### src/hcfd_pkg.sv
// Package for the sync-header frame deframer.
// Holds the state encodings, register indexes and fixed widths; no dependencies.
package hcfd_pkg;

  // Receive phase of the frame parser.
  typedef enum logic [1:0] {
    PH_HUNT   = 2'd0,
    PH_SECOND = 2'd1,
    PH_DATA   = 2'd2,
    PH_CHECK  = 2'd3
  } phase_t;

  // Sequencer state: receiving, or walking the stored frame to emit items.
  typedef enum logic [1:0] {
    ST_RECV    = 2'd0,
    ST_READ    = 2'd1,
    ST_COLLECT = 2'd2,
    ST_OUT     = 2'd3
  } seq_state_t;

  // Configuration register indexes.
  localparam logic REG_FIRST_SYNC  = 1'b0;
  localparam logic REG_SECOND_SYNC = 1'b1;

  localparam logic [7:0] FIRST_SYNC_RST  = 8'hfe;
  localparam logic [7:0] SECOND_SYNC_RST = 8'hfd;
  localparam logic [8:0] SUM_GOOD        = 9'd255;

  // Item counter covers up to 63 buttons plus 16 axes; payload position
  // covers the frame length and every item byte offset.
  localparam int ITEM_W = 7;
  localparam int POS_W  = 8;
  localparam int IDX_W  = 5;
  localparam int VAL_W  = 32;

endpackage

### src/hcfd_ram.sv
// Generic single-port-write, single-port-read RAM with registered read data.
// Stand-alone; used for the deframer's payload store.
module hcfd_ram #(
  parameter int WIDTH = 8,
  parameter int DEPTH = 31
) (
  input  logic                                     clk,
  input  logic                                     wr_en,
  input  logic [(DEPTH > 1 ? $clog2(DEPTH) : 1)-1:0] wr_addr,
  input  logic [WIDTH-1:0]                         wr_data,
  input  logic [(DEPTH > 1 ? $clog2(DEPTH) : 1)-1:0] rd_addr,
  output logic [WIDTH-1:0]                         rd_data
);

  logic [WIDTH-1:0] mem_r [DEPTH];
  logic [WIDTH-1:0] rd_data_r;

  always_ff @(posedge clk) begin
    if (wr_en) begin
      mem_r[wr_addr] <= wr_data;
    end
    rd_data_r <= mem_r[rd_addr];
  end

  assign rd_data = rd_data_r;

endmodule

### src/header_checksum_frame_deframer_top.sv
// Top level of the two-byte sync frame deframer with additive checksum.
// Depends on hcfd_pkg and hcfd_ram.

// The block takes one serial byte per input word and accepts a byte every
// cycle while it parses a frame: hunt for the first sync byte, check the
// second, store FRAME_BYTES payload bytes while summing them modulo 256, then
// test the checksum byte (sum plus checksum must equal 255). A good frame
// produces BUTTON_COUNT button words and then AXIS_COUNT axis words; a bad one
// produces nothing. While the words of a good frame are produced the input is
// not ready. Every payload byte comes out of the store through its single
// registered read port, one byte per read: a button word takes one read and
// an axis word four, each read followed by a collect step, and the word is
// then offered until the output takes it.
module header_checksum_frame_deframer_top #(
  parameter int FRAME_BYTES  = 31,
  parameter int BUTTON_COUNT = 15,
  parameter int AXIS_COUNT   = 4
) (
  input  logic        clk,
  input  logic        rst_n,
  // Configuration write port.
  input  logic        cfg_wr_en,
  input  logic        cfg_addr,
  input  logic [7:0]  cfg_wdata,
  // Input stream.
  input  logic        in_tvalid,
  output logic        in_tready,
  input  logic [7:0]  in_tdata,   // [7:0] rx_byte
  // Output stream.
  output logic        out_tvalid,
  input  logic        out_tready,
  output logic [39:0] out_tdata,  // [4:0] item_index, [36:5] item_value, [39:37] zero
  output logic        out_tuser,  // [0] is_axis
  output logic        out_tlast
);

  localparam int AW    = (FRAME_BYTES > 1) ? $clog2(FRAME_BYTES) : 1;
  localparam int CW    = $clog2(FRAME_BYTES + 1);
  localparam int IW    = hcfd_pkg::ITEM_W;
  localparam int PW    = hcfd_pkg::POS_W;
  localparam int XW    = hcfd_pkg::IDX_W;
  localparam int VW    = hcfd_pkg::VAL_W;
  localparam int TOTAL = BUTTON_COUNT + AXIS_COUNT;

  localparam logic [CW-1:0] CNT_LAST   = CW'(FRAME_BYTES - 1);
  localparam logic [PW-1:0] FRAME_LIM  = PW'(FRAME_BYTES);
  localparam logic [IW-1:0] BTN_LIM    = IW'(BUTTON_COUNT);
  localparam logic [IW-1:0] ITEM_LAST  = IW'((TOTAL > 0) ? TOTAL - 1 : 0);
  localparam bit            HAS_ITEMS  = (TOTAL > 0);

  hcfd_pkg::phase_t     phase_r, phase_nxt;
  hcfd_pkg::seq_state_t st_r, st_nxt;

  logic [7:0]    first_sync_r, second_sync_r;
  logic [CW-1:0] cnt_r, cnt_nxt;
  logic [7:0]    sum_r, sum_nxt;
  logic [IW-1:0] item_r, item_nxt;
  logic [PW-1:0] pos_r, pos_nxt;
  logic [1:0]    lane_r, lane_nxt;
  logic          oob_r, oob_nxt;
  logic [VW-1:0] value_r, value_nxt;

  logic          ram_we;
  logic [7:0]    ram_rd_data;
  logic [7:0]    rd_byte;
  logic          is_axis;
  logic          is_last;

  hcfd_ram #(
    .WIDTH (8),
    .DEPTH (FRAME_BYTES)
  ) u_store (
    .clk     (clk),
    .wr_en   (ram_we),
    .wr_addr (cnt_r[AW-1:0]),
    .wr_data (in_tdata),
    .rd_addr (pos_r[AW-1:0]),
    .rd_data (ram_rd_data)
  );

  assign is_axis = (item_r >= BTN_LIM);
  assign is_last = (item_r == ITEM_LAST);
  // Byte positions past the end of the payload read as zero.
  assign rd_byte = oob_r ? 8'd0 : ram_rd_data;

  always_ff @(posedge clk) begin
    if (!rst_n) begin
      first_sync_r  <= hcfd_pkg::FIRST_SYNC_RST;
      second_sync_r <= hcfd_pkg::SECOND_SYNC_RST;
    end else if (cfg_wr_en) begin
      if (cfg_addr == hcfd_pkg::REG_FIRST_SYNC) begin
        first_sync_r <= cfg_wdata;
      end
      if (cfg_addr == hcfd_pkg::REG_SECOND_SYNC) begin
        second_sync_r <= cfg_wdata;
      end
    end
  end

  always_ff @(posedge clk) begin
    if (!rst_n) begin
      phase_r <= hcfd_pkg::PH_HUNT;
      st_r    <= hcfd_pkg::ST_RECV;
      cnt_r   <= '0;
      sum_r   <= '0;
      item_r  <= '0;
      pos_r   <= '0;
      lane_r  <= '0;
    end else begin
      phase_r <= phase_nxt;
      st_r    <= st_nxt;
      cnt_r   <= cnt_nxt;
      sum_r   <= sum_nxt;
      item_r  <= item_nxt;
      pos_r   <= pos_nxt;
      lane_r  <= lane_nxt;
    end
  end

  always_ff @(posedge clk) begin
    oob_r   <= oob_nxt;
    value_r <= value_nxt;
  end

  always_comb begin
    phase_nxt = phase_r;
    st_nxt    = st_r;
    cnt_nxt   = cnt_r;
    sum_nxt   = sum_r;
    item_nxt  = item_r;
    pos_nxt   = pos_r;
    lane_nxt  = lane_r;
    oob_nxt   = oob_r;
    value_nxt = value_r;
    ram_we    = 1'b0;
    in_tready = 1'b0;

    case (st_r)
      hcfd_pkg::ST_RECV: begin
        in_tready = 1'b1;
        if (in_tvalid) begin
          case (phase_r)
            hcfd_pkg::PH_HUNT: begin
              if (in_tdata == first_sync_r) begin
                phase_nxt = hcfd_pkg::PH_SECOND;
              end
            end
            hcfd_pkg::PH_SECOND: begin
              // A wrong second byte is dropped, not retried as a first sync.
              if (in_tdata == second_sync_r) begin
                phase_nxt = hcfd_pkg::PH_DATA;
                cnt_nxt   = '0;
                sum_nxt   = '0;
              end else begin
                phase_nxt = hcfd_pkg::PH_HUNT;
              end
            end
            hcfd_pkg::PH_DATA: begin
              ram_we  = 1'b1;
              sum_nxt = sum_r + in_tdata;
              cnt_nxt = cnt_r + 1'b1;
              if (cnt_r == CNT_LAST) begin
                phase_nxt = hcfd_pkg::PH_CHECK;
              end
            end
            default: begin
              phase_nxt = hcfd_pkg::PH_HUNT;
              // The check is on the unwrapped 9-bit sum.
              if (({1'b0, sum_r} + {1'b0, in_tdata}) == hcfd_pkg::SUM_GOOD && HAS_ITEMS) begin
                st_nxt    = hcfd_pkg::ST_READ;
                item_nxt  = '0;
                pos_nxt   = '0;
                lane_nxt  = '0;
                value_nxt = '0;
              end
            end
          endcase
        end
      end
      hcfd_pkg::ST_READ: begin
        // The store is addressed by pos_r; its data arrives next cycle.
        oob_nxt = (pos_r >= FRAME_LIM);
        pos_nxt = pos_r + 1'b1;
        st_nxt  = hcfd_pkg::ST_COLLECT;
      end
      hcfd_pkg::ST_COLLECT: begin
        value_nxt[{lane_r, 3'b000} +: 8] = rd_byte;
        if (!is_axis || lane_r == 2'd3) begin
          st_nxt = hcfd_pkg::ST_OUT;
        end else begin
          lane_nxt = lane_r + 1'b1;
          st_nxt   = hcfd_pkg::ST_READ;
        end
      end
      hcfd_pkg::ST_OUT: begin
        if (out_tready) begin
          if (is_last) begin
            st_nxt = hcfd_pkg::ST_RECV;
          end else begin
            item_nxt  = item_r + 1'b1;
            lane_nxt  = '0;
            value_nxt = '0;
            st_nxt    = hcfd_pkg::ST_READ;
          end
        end
      end
      default: begin
        st_nxt = hcfd_pkg::ST_RECV;
      end
    endcase
  end

  assign out_tvalid = (st_r == hcfd_pkg::ST_OUT);
  assign out_tdata  = {3'b000, value_r, item_r[XW-1:0]};
  assign out_tuser  = is_axis;
  assign out_tlast  = is_last;

endmodule

### config.mk
export PLATFORM = sky130hd
export DESIGN_NAME = header_checksum_frame_deframer_top
export DESIGN_NICKNAME = d
export VERILOG_FILES = /design/src/hcfd_pkg.sv /design/src/hcfd_ram.sv /design/src/header_checksum_frame_deframer_top.sv
export SDC_FILE = /design/constraint.sdc
export NUM_CORES = 1
export LEC_CHECK = 0
export BUFFER_PORTS_ARGS = -buffer_cell sky130_fd_sc_hd__buf_2
export CORE_AREA = 2 2 113 225
export DETAILED_ROUTE_END_ITERATION = 10
export DIE_AREA = 0 0 115 227
export PLACE_DENSITY_LB_ADDON = 0.05
export SETUP_SLACK_MARGIN = 0.15
export SKIP_LAST_GASP = 1
export SYNTH_ARGS = -nofsm -noshare
export SYNTH_HDL_FRONTEND = slang
export SYNTH_SLANG_ARGS = --single-unit
### constraint.sdc
create_clock -name clk -period 3.7 [get_ports clk]
set_clock_uncertainty 0.05 [all_clocks]
set_input_delay 0.185 -clock clk [delete_from_list [all_inputs] [get_ports clk]]
set_output_delay 0.185 -clock clk [all_outputs]
set_load 0.005 [all_outputs]
==> results of run 1 <==
## power breakdown
group / leakage [nW] / switching [W] / internal (W)
Sequential: 3.01 / 0.00000813 / 0.00413
Clock: 0.475 / 0.00133 / 0.00178
Combinational: 1.98 / 0.000104 / 0.0000542
## routing by layer
metal / track usage / share of wire / up-vias
li1: - / - / 3781
met1: 0.2732 / 0.36 / 4082
met2: 0.4774 / 0.56 / 185
met3: 0.02423 / 0.029 / 60
met4: 0.1197 / 0.049 / 0
met5: 0 / 0 / -
## timing repair
| action | CTS | global route |
|---|---|---|
| gates resized for setup | 0 | 0 |
| hold buffers | 13 | 0 |
| endpoints found under the hold margin | 18 | 0 |
## final cells by class
type / instances / area [um2]
flip-flops and latches: 339 / 9604
fillers: 1720 / 8137
repair buffers: 109 / 733.2
well taps: 290 / 362.8
inverters: 14 / 52.55
clock inverters: 18 / 224.0
clock buffers: 34 / 743.2
multi-input cells: 540 / 4467
## registers in the layout, summed over array words and instances, names as in the netlist
name and count:
u_store.mem_r 248, value_r 32, first_sync_r 8, pos_r 8
second_sync_r 8, sum_r 8, u_store.rd_data 8, item_r 7
cnt_r 5, lane_r 2, phase_r 2, st_r 2
oob_r 1
## critical path, stage by stage, from the launching register on
cell and delay, ns:
dfxtp_1 0.31, ha_1 0.21, fa_1 0.44, a21o_1 0.19
a221oi_1 0.31, xnor2_1 0.19, nand4_1 0.42, o31ai_4 0.40
buf_12 0.26
## cells in the mapped netlist, types with 7 or more instances
master    instances  area share
nand2_1          75       0.020
buf_2            11      0.0038
nand3_1          26      0.0090
a31oi_1          10      0.0043
edfxtp_1        281        0.59
nor3_1            9      0.0031
dfxtp_1          58       0.081
nor2_1           91       0.024
a21oi_1          37       0.013
nor2b_1          44       0.019
mux2_2            9      0.0070
xnor2_1          19       0.012
o21ai_0          26      0.0090
mux4_1           18       0.033
inv_1            12      0.0031
buf_4            10      0.0052
clkbuf_1         22      0.0057
a22oi_1           7      0.0036
ha_1             21       0.018
mux4_2           54       0.084
mux2i_1           8      0.0056
## metrics by stage
stage	hold slack [ns]	total power (W)	instance area, um2	worst slack, ns	std cells
4_1_cts	0.0003766	0.007451	16190	0.6177	1344
2_1_floorplan	0.2339	0.004282	14410	0.2978	942
3_5_place_dp	0.3705	0.004368	15090	0.4797	1279
3_3_place_gp	0.3679	0.004364	15090	0.5757	1279
5_1_grt	0.04822	0.007603	16190	0.4679	1344
6_report	0.01813	0.007400	16190	0.5623	1344
## worst paths after layout
check,to,slack [ns],from,cells past startpoint
max,value_r[14],0.56,sum_r[0],8
min,sum_r[0],0.02,in_tdata[0],4
max reg2reg,value_r[14],0.56,sum_r[0],8
min reg2reg,item_r[6],0.42,item_r[6],1
## cell families (layout without fill, tap and decap cells)
group	after synthesis	count (layout)	share of synthesized area
other	1	3	0.0002605
DFF	339	339	0.6667
and+or+nand+nor	289	289	0.09525
muxes	89	89	0.1299
AOI/OAI and AO/OA	115	115	0.05127
buffers and inverters	63	175	0.02355
xor gates and xnor gates	22	22	0.01338
adders and majority gates	22	22	0.01964
==> run summary, run 1 <==
outcome - finished clean
top_reg_cell synth - edfxtp_1
die area - 26,110 um2
Max Cap Violations - 0
max-slew violation count - 0
Max FO, Critical Path - 41
Clk Latency, worst-skew pair - 0.56 ns
Clk pin slew, worst setup/hold paths - 0.07 ns
Post-DRT Antenna Nets - 0
final period utilization - 0.8480
grt ovf - 0
share of cells above drive strength 1 - 0.2011
minimum clock period - 3.138 ns
Final Util - 0.6655
Crit. End Element - flip-flop
syn_area_per_cell - 15.32 um2
Ys Warns - 0
Die W - 115 um
antenna violations before repair - 0
die height - 227 um
CORE AREA - 24,320 um2
RSZ-0062 raised after global routing - no
Sum Neg Setup Slack - 0 ns
Inserted Clock Buffers - 28
io pins - 66
number of synthesized flops with an enable pin - 281
post-synthesis cell type count - 61
crit start category - flip-flop
Lkg Pwr - 5.471 nW
commonest non-fill, non-tap cells in the layout - edfxtp_1 (281), nor2_1 (91), nand2_1 (75)
vias in the first global route - 8,349
clk sink count - 339
Antenna diodes - 0
per-cell routed wire length - 23.41 um
CTS HTree Levels - 1
Final HPWL DP - 21,150 um
Total Wirelength - 31,460 um
Least-Margin Pin Slew - 0.9000 ns
Vias - 8,108
slew margin rel. - 0.3936
most common cell after layout, fill and taps aside - edfxtp_1
Cell Pwr Density - 457.2 nW/um2
DR pass1 iterations - 5
Yosys reg bits - 339
DR iter-0 viols - 707
Total GRT Usage - 0.2506
layout net count - 1,076
Critical Path AT - 3.34 ns
Crit Path Category - flip-flop to flip-flop
Post-CTS Setup Repair Bufs - 0
row cnt - 81
Hold Crit Class - input port to flip-flop
Syn Inst Count - 940
worst vdd ir - 0.0003897 V
FMAX - 318.7 MHz
GPL Wtd Cong - 0.8498
final setup vio count - 0
Mapped Area - 14,400 um2
CTS max path bufs - 3
Crit path required time - 3.90 ns
DR DRC count - 0
routed vias/inst - 6.033
Async S/R FF share, synth - 0
CTS root buffer - clkbuf_16
largest net degree at the start of global routing - 48
Initial Utilization - 0.5919
sequential share of the synthesized area - 0.6667
port buffer count - 62
Fin. Hold Viols - 0
first-pass GRT wire length - 48,030 um
CTS tree - built
Syn-to-layout area delta - 12.43%
Note: power is estimated with default switching activity, not from simulation.
==> inputs of run 2 (changes only) <==
Settings changed: CORE_AREA 2 2 113 225 to 2 2 118 234, DIE_AREA 0 0 115 227 to 0 0 120 236.
Clock period 3.7 ns to 2.6 ns, I/O delays scaled along.
==> run 2 against run 1 <==
Effect of this change: the run now ends with negative setup slack left; via count is 4.2% higher; clock power grew 43%; register-to-register slack got worse by 0.56 ns; fmax grew 21%; first-iteration DRC count shrank 16%; critical endpoint is now value_r[0]; highest routed layer unchanged.
==> run summary, run 2 (same netlist as run 1, synthesis figures left out) <==
outcome - finished, violations left
violated checks - negative setup slack
Cell Pwr Density - 623.0 nW/um2
cells on worst reg2reg path - 9
routed vias/inst - 5.794
GPL Wtd Cong - 0.8834
Bufs and invs on worst path - 2
CTS tree - built
row cnt - 85
io pins - 66
Total GRT Usage - 0.2318
vias in the first global route - 8,427
Hold Startpoint - in_tdata[1]
Fin. Hold Viols - 0
Final HPWL DP - 20,790 um
worst vdd ir - 0.0005912 V
R2R setup slack - -0.001 ns
Int Power - 0.008473 W
Sum Neg Setup Slack - -0.003992 ns
DR WL met3 - 1357 um
CORE AREA - 26,690 um2
port buffer count - 62
first-pass GRT wire length - 49,420 um
CTS max path bufs - 3
met2 routed WL - 16,580 um
Post-DRT Antenna Nets - 0
P_sw - 0.002122 W
Die W - 120 um
grt ovf - 0
Vias - 8,447
reg2reg end - value_r[0]
DP Area - 15,460 um2
final setup vio count - 5
Sequential Area - 9605 um2
CP Depth - 9
Total Wirelength - 32,600 um
die area - 28,320 um2
per-cell routed wire length - 22.36 um
Net Sw Frac - 0.2003
DR iter-0 viols - 595
Clk Latency, worst-skew pair - 0.57 ns
delay-heaviest family, CP - compound AO/OA/AOI/OAI gates
Max Cap Violations - 0
largest net degree at the start of global routing - 36
DR pass1 iterations - 5
Finished Cell Area - 17,010 um2
hold endpoint - sum_r[1]
Top reg by flops - u_store.mem_r
CTS root buffer - clkbuf_16
slew margin rel. - 0.4679
Initial Utilization - 0.5393
Setup WS post-layout - -0.001010 ns
layout net count - 1,132
Critical Path AT - 2.83 ns
Crit. End Element - flip-flop
Crit path required time - 2.82 ns
clk sink count - 339
Least-Margin Pin Slew - 0.7868 ns
Hold Crit Class - input port to flip-flop
Comb pwr share - 0.024
hold slack - 0.07073 ns
RSZ-0062 raised after global routing - yes
Lkg Pwr - 5.804 nW
max-slew violation count - 0
Slowest-stage cell, CP - fa_2
CTS HTree Levels - 1
DRT met1 WL - 13,500 um
Inserted Clock Buffers - 28
Fill cells - 2,011
Slowest Stage Delay on Critical Path - 0.36 ns
Hold Path Cell Cnt - 4
share of cells above drive strength 1 - 0.2595
Crit Path Category - flip-flop to flip-flop
Syn-to-layout area delta - 18.12%
Antenna diodes - 0
minimum clock period - 2.601 ns
critical-path cell list - ha_4 > fa_2 > a21o_1 > a221oi_2 > xnor2_1 > nand4_1 > o31ai_4 > buf_6 > clkbuf_16
multi-input logic area - 4631 um2
max reg flops - 248
most common cell after layout, fill and taps aside - edfxtp_1
FMAX - 384.5 MHz
die height - 236 um
reg2reg start - sum_r[0]
crit start category - flip-flop
Final Util - 0.6371
largest registers - u_store.mem_r (248), value_r (32)
commonest non-fill, non-tap cells in the layout - edfxtp_1 (281), nor2_1 (89), nand2_1 (75)
top layer in use - met4
register share of total power - 0.555
Max FO, Critical Path - 10
placed cells - 1,369
Post-Layout Cell Count - 1,458
antenna violations before repair - 0
final period utilization - 1.000
Clock power frac - 0.420
DR DRC count - 0
Clk pin slew, worst setup/hold paths - 0.06 ns
==> run 2: worst max path at each step <==
stage | startpoint | to | slack, ns
floorplan | sum_r[0] | value_r[0] | -0.68
global placement | sum_r[0] | value_r[23] | 0.008
detailed placement | sum_r[0] | value_r[23] | -0.06
CTS | sum_r[0] | value_r[19] | -0.02
global route | sum_r[0] | value_r[7] | -0.08
finish | sum_r[0] | value_r[0] | -0.001
==> run 2: layout make-up <==
type / instances / area share
Tap cell: 348 / 0.02560
Sequential cell: 339 / 0.5648
Timing Repair Buffer: 165 / 0.07666
Multi-Input combinational cell: 540 / 0.2723
Inverter: 14 / 0.003090
Clock buffer: 33 / 0.04473
Clock inverter: 19 / 0.01280
==> run 2: worst reg2reg max path: cells and delay by family (launching register included) <==
kind                       cells  cell delay, ns
AOI/OAI and AO/OA              3            0.70
adders and majority gates      2            0.52
DFF                            1            0.33
buffers and inverters          2            0.33
and+or+nand+nor                1            0.21
xor gates and xnor gates       1            0.18
==> run 2: timing repair <==
item / CTS / global route
hold buffers: 19 / 0
buffers inserted: 9 / 5
endpoints found under the hold margin: 20 / 0
cloned: 1 / 3
endpoints found under the setup margin: 55 / 72
pin swaps: 6 / 18
resized for setup: 10 / 32
==> run 2: power by group through the flow <==
| stage | clock network [W] | logic, W | registers [W] |
|---|---|---|---|
| 6_report | 0.00445 | 0.000259 | 0.00588 |
| 5_1_grt | 0.00475 | 0.000282 | 0.00588 |
| 4_1_cts | 0.00455 | 0.000251 | 0.00588 |
| 3_5_place_dp | 0 | 0.000222 | 0.00600 |
| 3_3_place_gp | 0 | 0.000215 | 0.00600 |
| 2_1_floorplan | 0 | 0.0000909 | 0.00600 |
==> run 2: stage by stage <==
stage	total power (W)	setup slack, ns
CTS	0.01068	-0.02079
global placement	0.006218	0.008404
global route	0.01091	-0.07779
detailed placement	0.006225	-0.05616
finish	0.01059	-0.001010
floorplan	0.006095	-0.6779
==> run 2: per-layer routing <==
metal | up-vias | GRT usage
met1 | 4282 | 0.3130
li1 | 3887 | -
met2 | 214 | 0.3884
met3 | 64 | 0.02587
met4 | 0 | 0.08627
met5 | - | 0
==> inputs of run 3 (changes only) <==
--- a/constraint.sdc
+++ b/constraint.sdc
@@ -4,2 +4,2 @@
 set_output_delay 0.13 -clock clk [all_outputs]
-set_load 0.005 [all_outputs]
+set_load 0.02 [all_outputs]
==> run 3 against run 2 <==
Effect of this change: the run now ends clean; cell count down 0.14%; sequential share of layout area is 0.27 points higher; combinational power is essentially flat; setup slack better by 0.038 ns; wire length down 0.41%; clock-buffer cell count rose by 3; non-clock buffer count down 4; die area did not move; sequential cell count did not move; critical path depth unchanged; global-route usage decreased by 0.10 points; highest routed layer unchanged.
==> run summary, run 3 (same netlist as run 1, synthesis figures left out) <==
Inserted Clock Buffers - 29
Fill cells - 1,980
per-cell routed wire length - 22.30 um
routed vias/inst - 5.797
placed cells - 1,372
Crit. End Element - flip-flop
die area - 28,320 um2
Final Util - 0.6341
largest registers - u_store.mem_r (248), value_r (32)
Syn-to-layout area delta - 17.56%
largest net degree at the start of global routing - 37
final setup vio count - 0
FMAX - 390.1 MHz
CTS max path bufs - 3
Clk pin slew, worst setup/hold paths - 0.08 ns
Sum Neg Setup Slack - 0 ns
Final HPWL DP - 20,430 um
Setup WS post-layout - 0.03687 ns
GPL Wtd Cong - 0.9026
total power - 0.01059 W
most common cell after layout, fill and taps aside - edfxtp_1
slew margin rel. - 0.4464
vias in the first global route - 8,348
port buffer count - 62
Clk Latency, worst-skew pair - 0.58 ns
multi-input logic area - 4634 um2
Setup WS pre-CTS - -0.02250 ns
Total Wirelength - 32,470 um
Post-DRT Antenna Nets - 0
Crit path required time - 2.84 ns
critical-path cell list - ha_4 > fa_2 > a21o_1 > a221oi_2 > xnor2_1 > nand4_1 > o31ai_4 > buf_6 > clkbuf_16
worst vdd ir - 0.0006456 V
die height - 236 um
CTS HTree Levels - 1
final period utilization - 0.9858
layout net count - 1,129
Hold Crit Class - input port to flip-flop
grt ovf - 0
Total GRT Usage - 0.2307
Vias - 8,441
delay-heaviest family, CP - compound AO/OA/AOI/OAI gates
antenna violations before repair - 0
DR iter-0 viols - 599
RSZ-0062 raised after global routing - yes
minimum clock period - 2.563 ns
share of cells above drive strength 1 - 0.2581
DR DRC count - 0
Initial Utilization - 0.5393
DR pass1 iterations - 5
max reg flops - 248
CTS root buffer - clkbuf_16
Bufs and invs on worst path - 2
Die W - 120 um
io pins - 66
crit start category - flip-flop
Top reg by flops - u_store.mem_r
CTS tree - built
outcome - finished clean
Antenna diodes - 0
Fin. Hold Viols - 0
first-pass GRT wire length - 49,070 um
CORE AREA - 26,690 um2
Slowest-stage cell, CP - fa_2
commonest non-fill, non-tap cells in the layout - edfxtp_1 (281), nor2_1 (88), nand2_1 (75)
Max FO, Critical Path - 10
clk sink count - 339
Cell Pwr Density - 625.5 nW/um2
Lkg Pwr - 5.778 nW
Crit Path Category - flip-flop to flip-flop
Critical Path AT - 2.81 ns
Least-Margin Pin Slew - 0.8187 ns
Max Cap Violations - 0
Post-Layout Cell Count - 1,456
max-slew violation count - 0
Slowest Stage Delay on Critical Path - 0.36 ns
Sequential Area - 9605 um2
row cnt - 85
-- run 3: changes by cell type in the layout (fill, tap and decap cells not counted), moves of 2 or more --
cell,before,now
clkbuf_1,2,4
buf_12,7,3
clkinv_1,4,1
a31oi_1,10,8
clkinv_2,5,9
buf_6,8,6
-- run 3: per-stage QoR --
step / cell area [um2] / hold slack, ns
2_1_floorplan: 14430 / 0.1789
3_3_place_gp: 15450 / 0.3094
3_5_place_dp: 15450 / 0.3112
4_1_cts: 16740 / 0.04029
5_1_grt: 16930 / 0.07204
6_report: 16930 / 0.04705
-- run 3: area by class of cell --
cell class              count  share of cell area
well taps                 348             0.02572
clock buffers              36             0.04620
clock inverters            18             0.01168
flip-flops and latches    339              0.5675
repair buffers            161             0.07200
inverters                  14            0.003105
multi-input cells         540              0.2738
-- run 3: what timing repair did --
action	CTS	global route
pin swaps	10	17
cloned	1	3
setup buffers	4	2
setup endpoints to repair	55	311
gates resized for setup	13	25
hold endpoints to repair	20	0
hold buffers	20	0
-- run 3: worst register-to-register path, cell delays in order, from the launching register on --
cell	delay, ns
dfxtp_2	0.34
ha_4	0.16
fa_2	0.36
a21o_1	0.18
a221oi_2	0.23
xnor2_1	0.17
nand4_1	0.20
o31ai_4	0.26
buf_6	0.17
clkbuf_16	0.16
-- run 3: final timing paths --
check,slack [ns],cells past startpoint,from,end
min reg2reg,0.42,2,second_sync_r[1],second_sync_r[1]
min,0.05,4,in_tdata[1],sum_r[1]
max,0.04,9,sum_r[0],value_r[19]
max reg2reg,0.04,9,sum_r[0],value_r[19]
-- run 3: metal layers --
layer	up-vias	wire length, um	track usage
li1	3887	-	-
met1	4264	13930	0.3186
met2	234	16220	0.3829
met3	56	1281	0.02273
met4	0	1034	0.08342
met5	-	0	0
-- run 3: report_power, final --
part | switching [W] | internal (W) | total (W)
combinational | 0.000166 | 0.0000914 | 0.000257
sequential | 0.0000107 | 0.00587 | 0.00588
clock | 0.00198 | 0.00246 | 0.00445
total | 0.00216 | 0.00843 | 0.0106
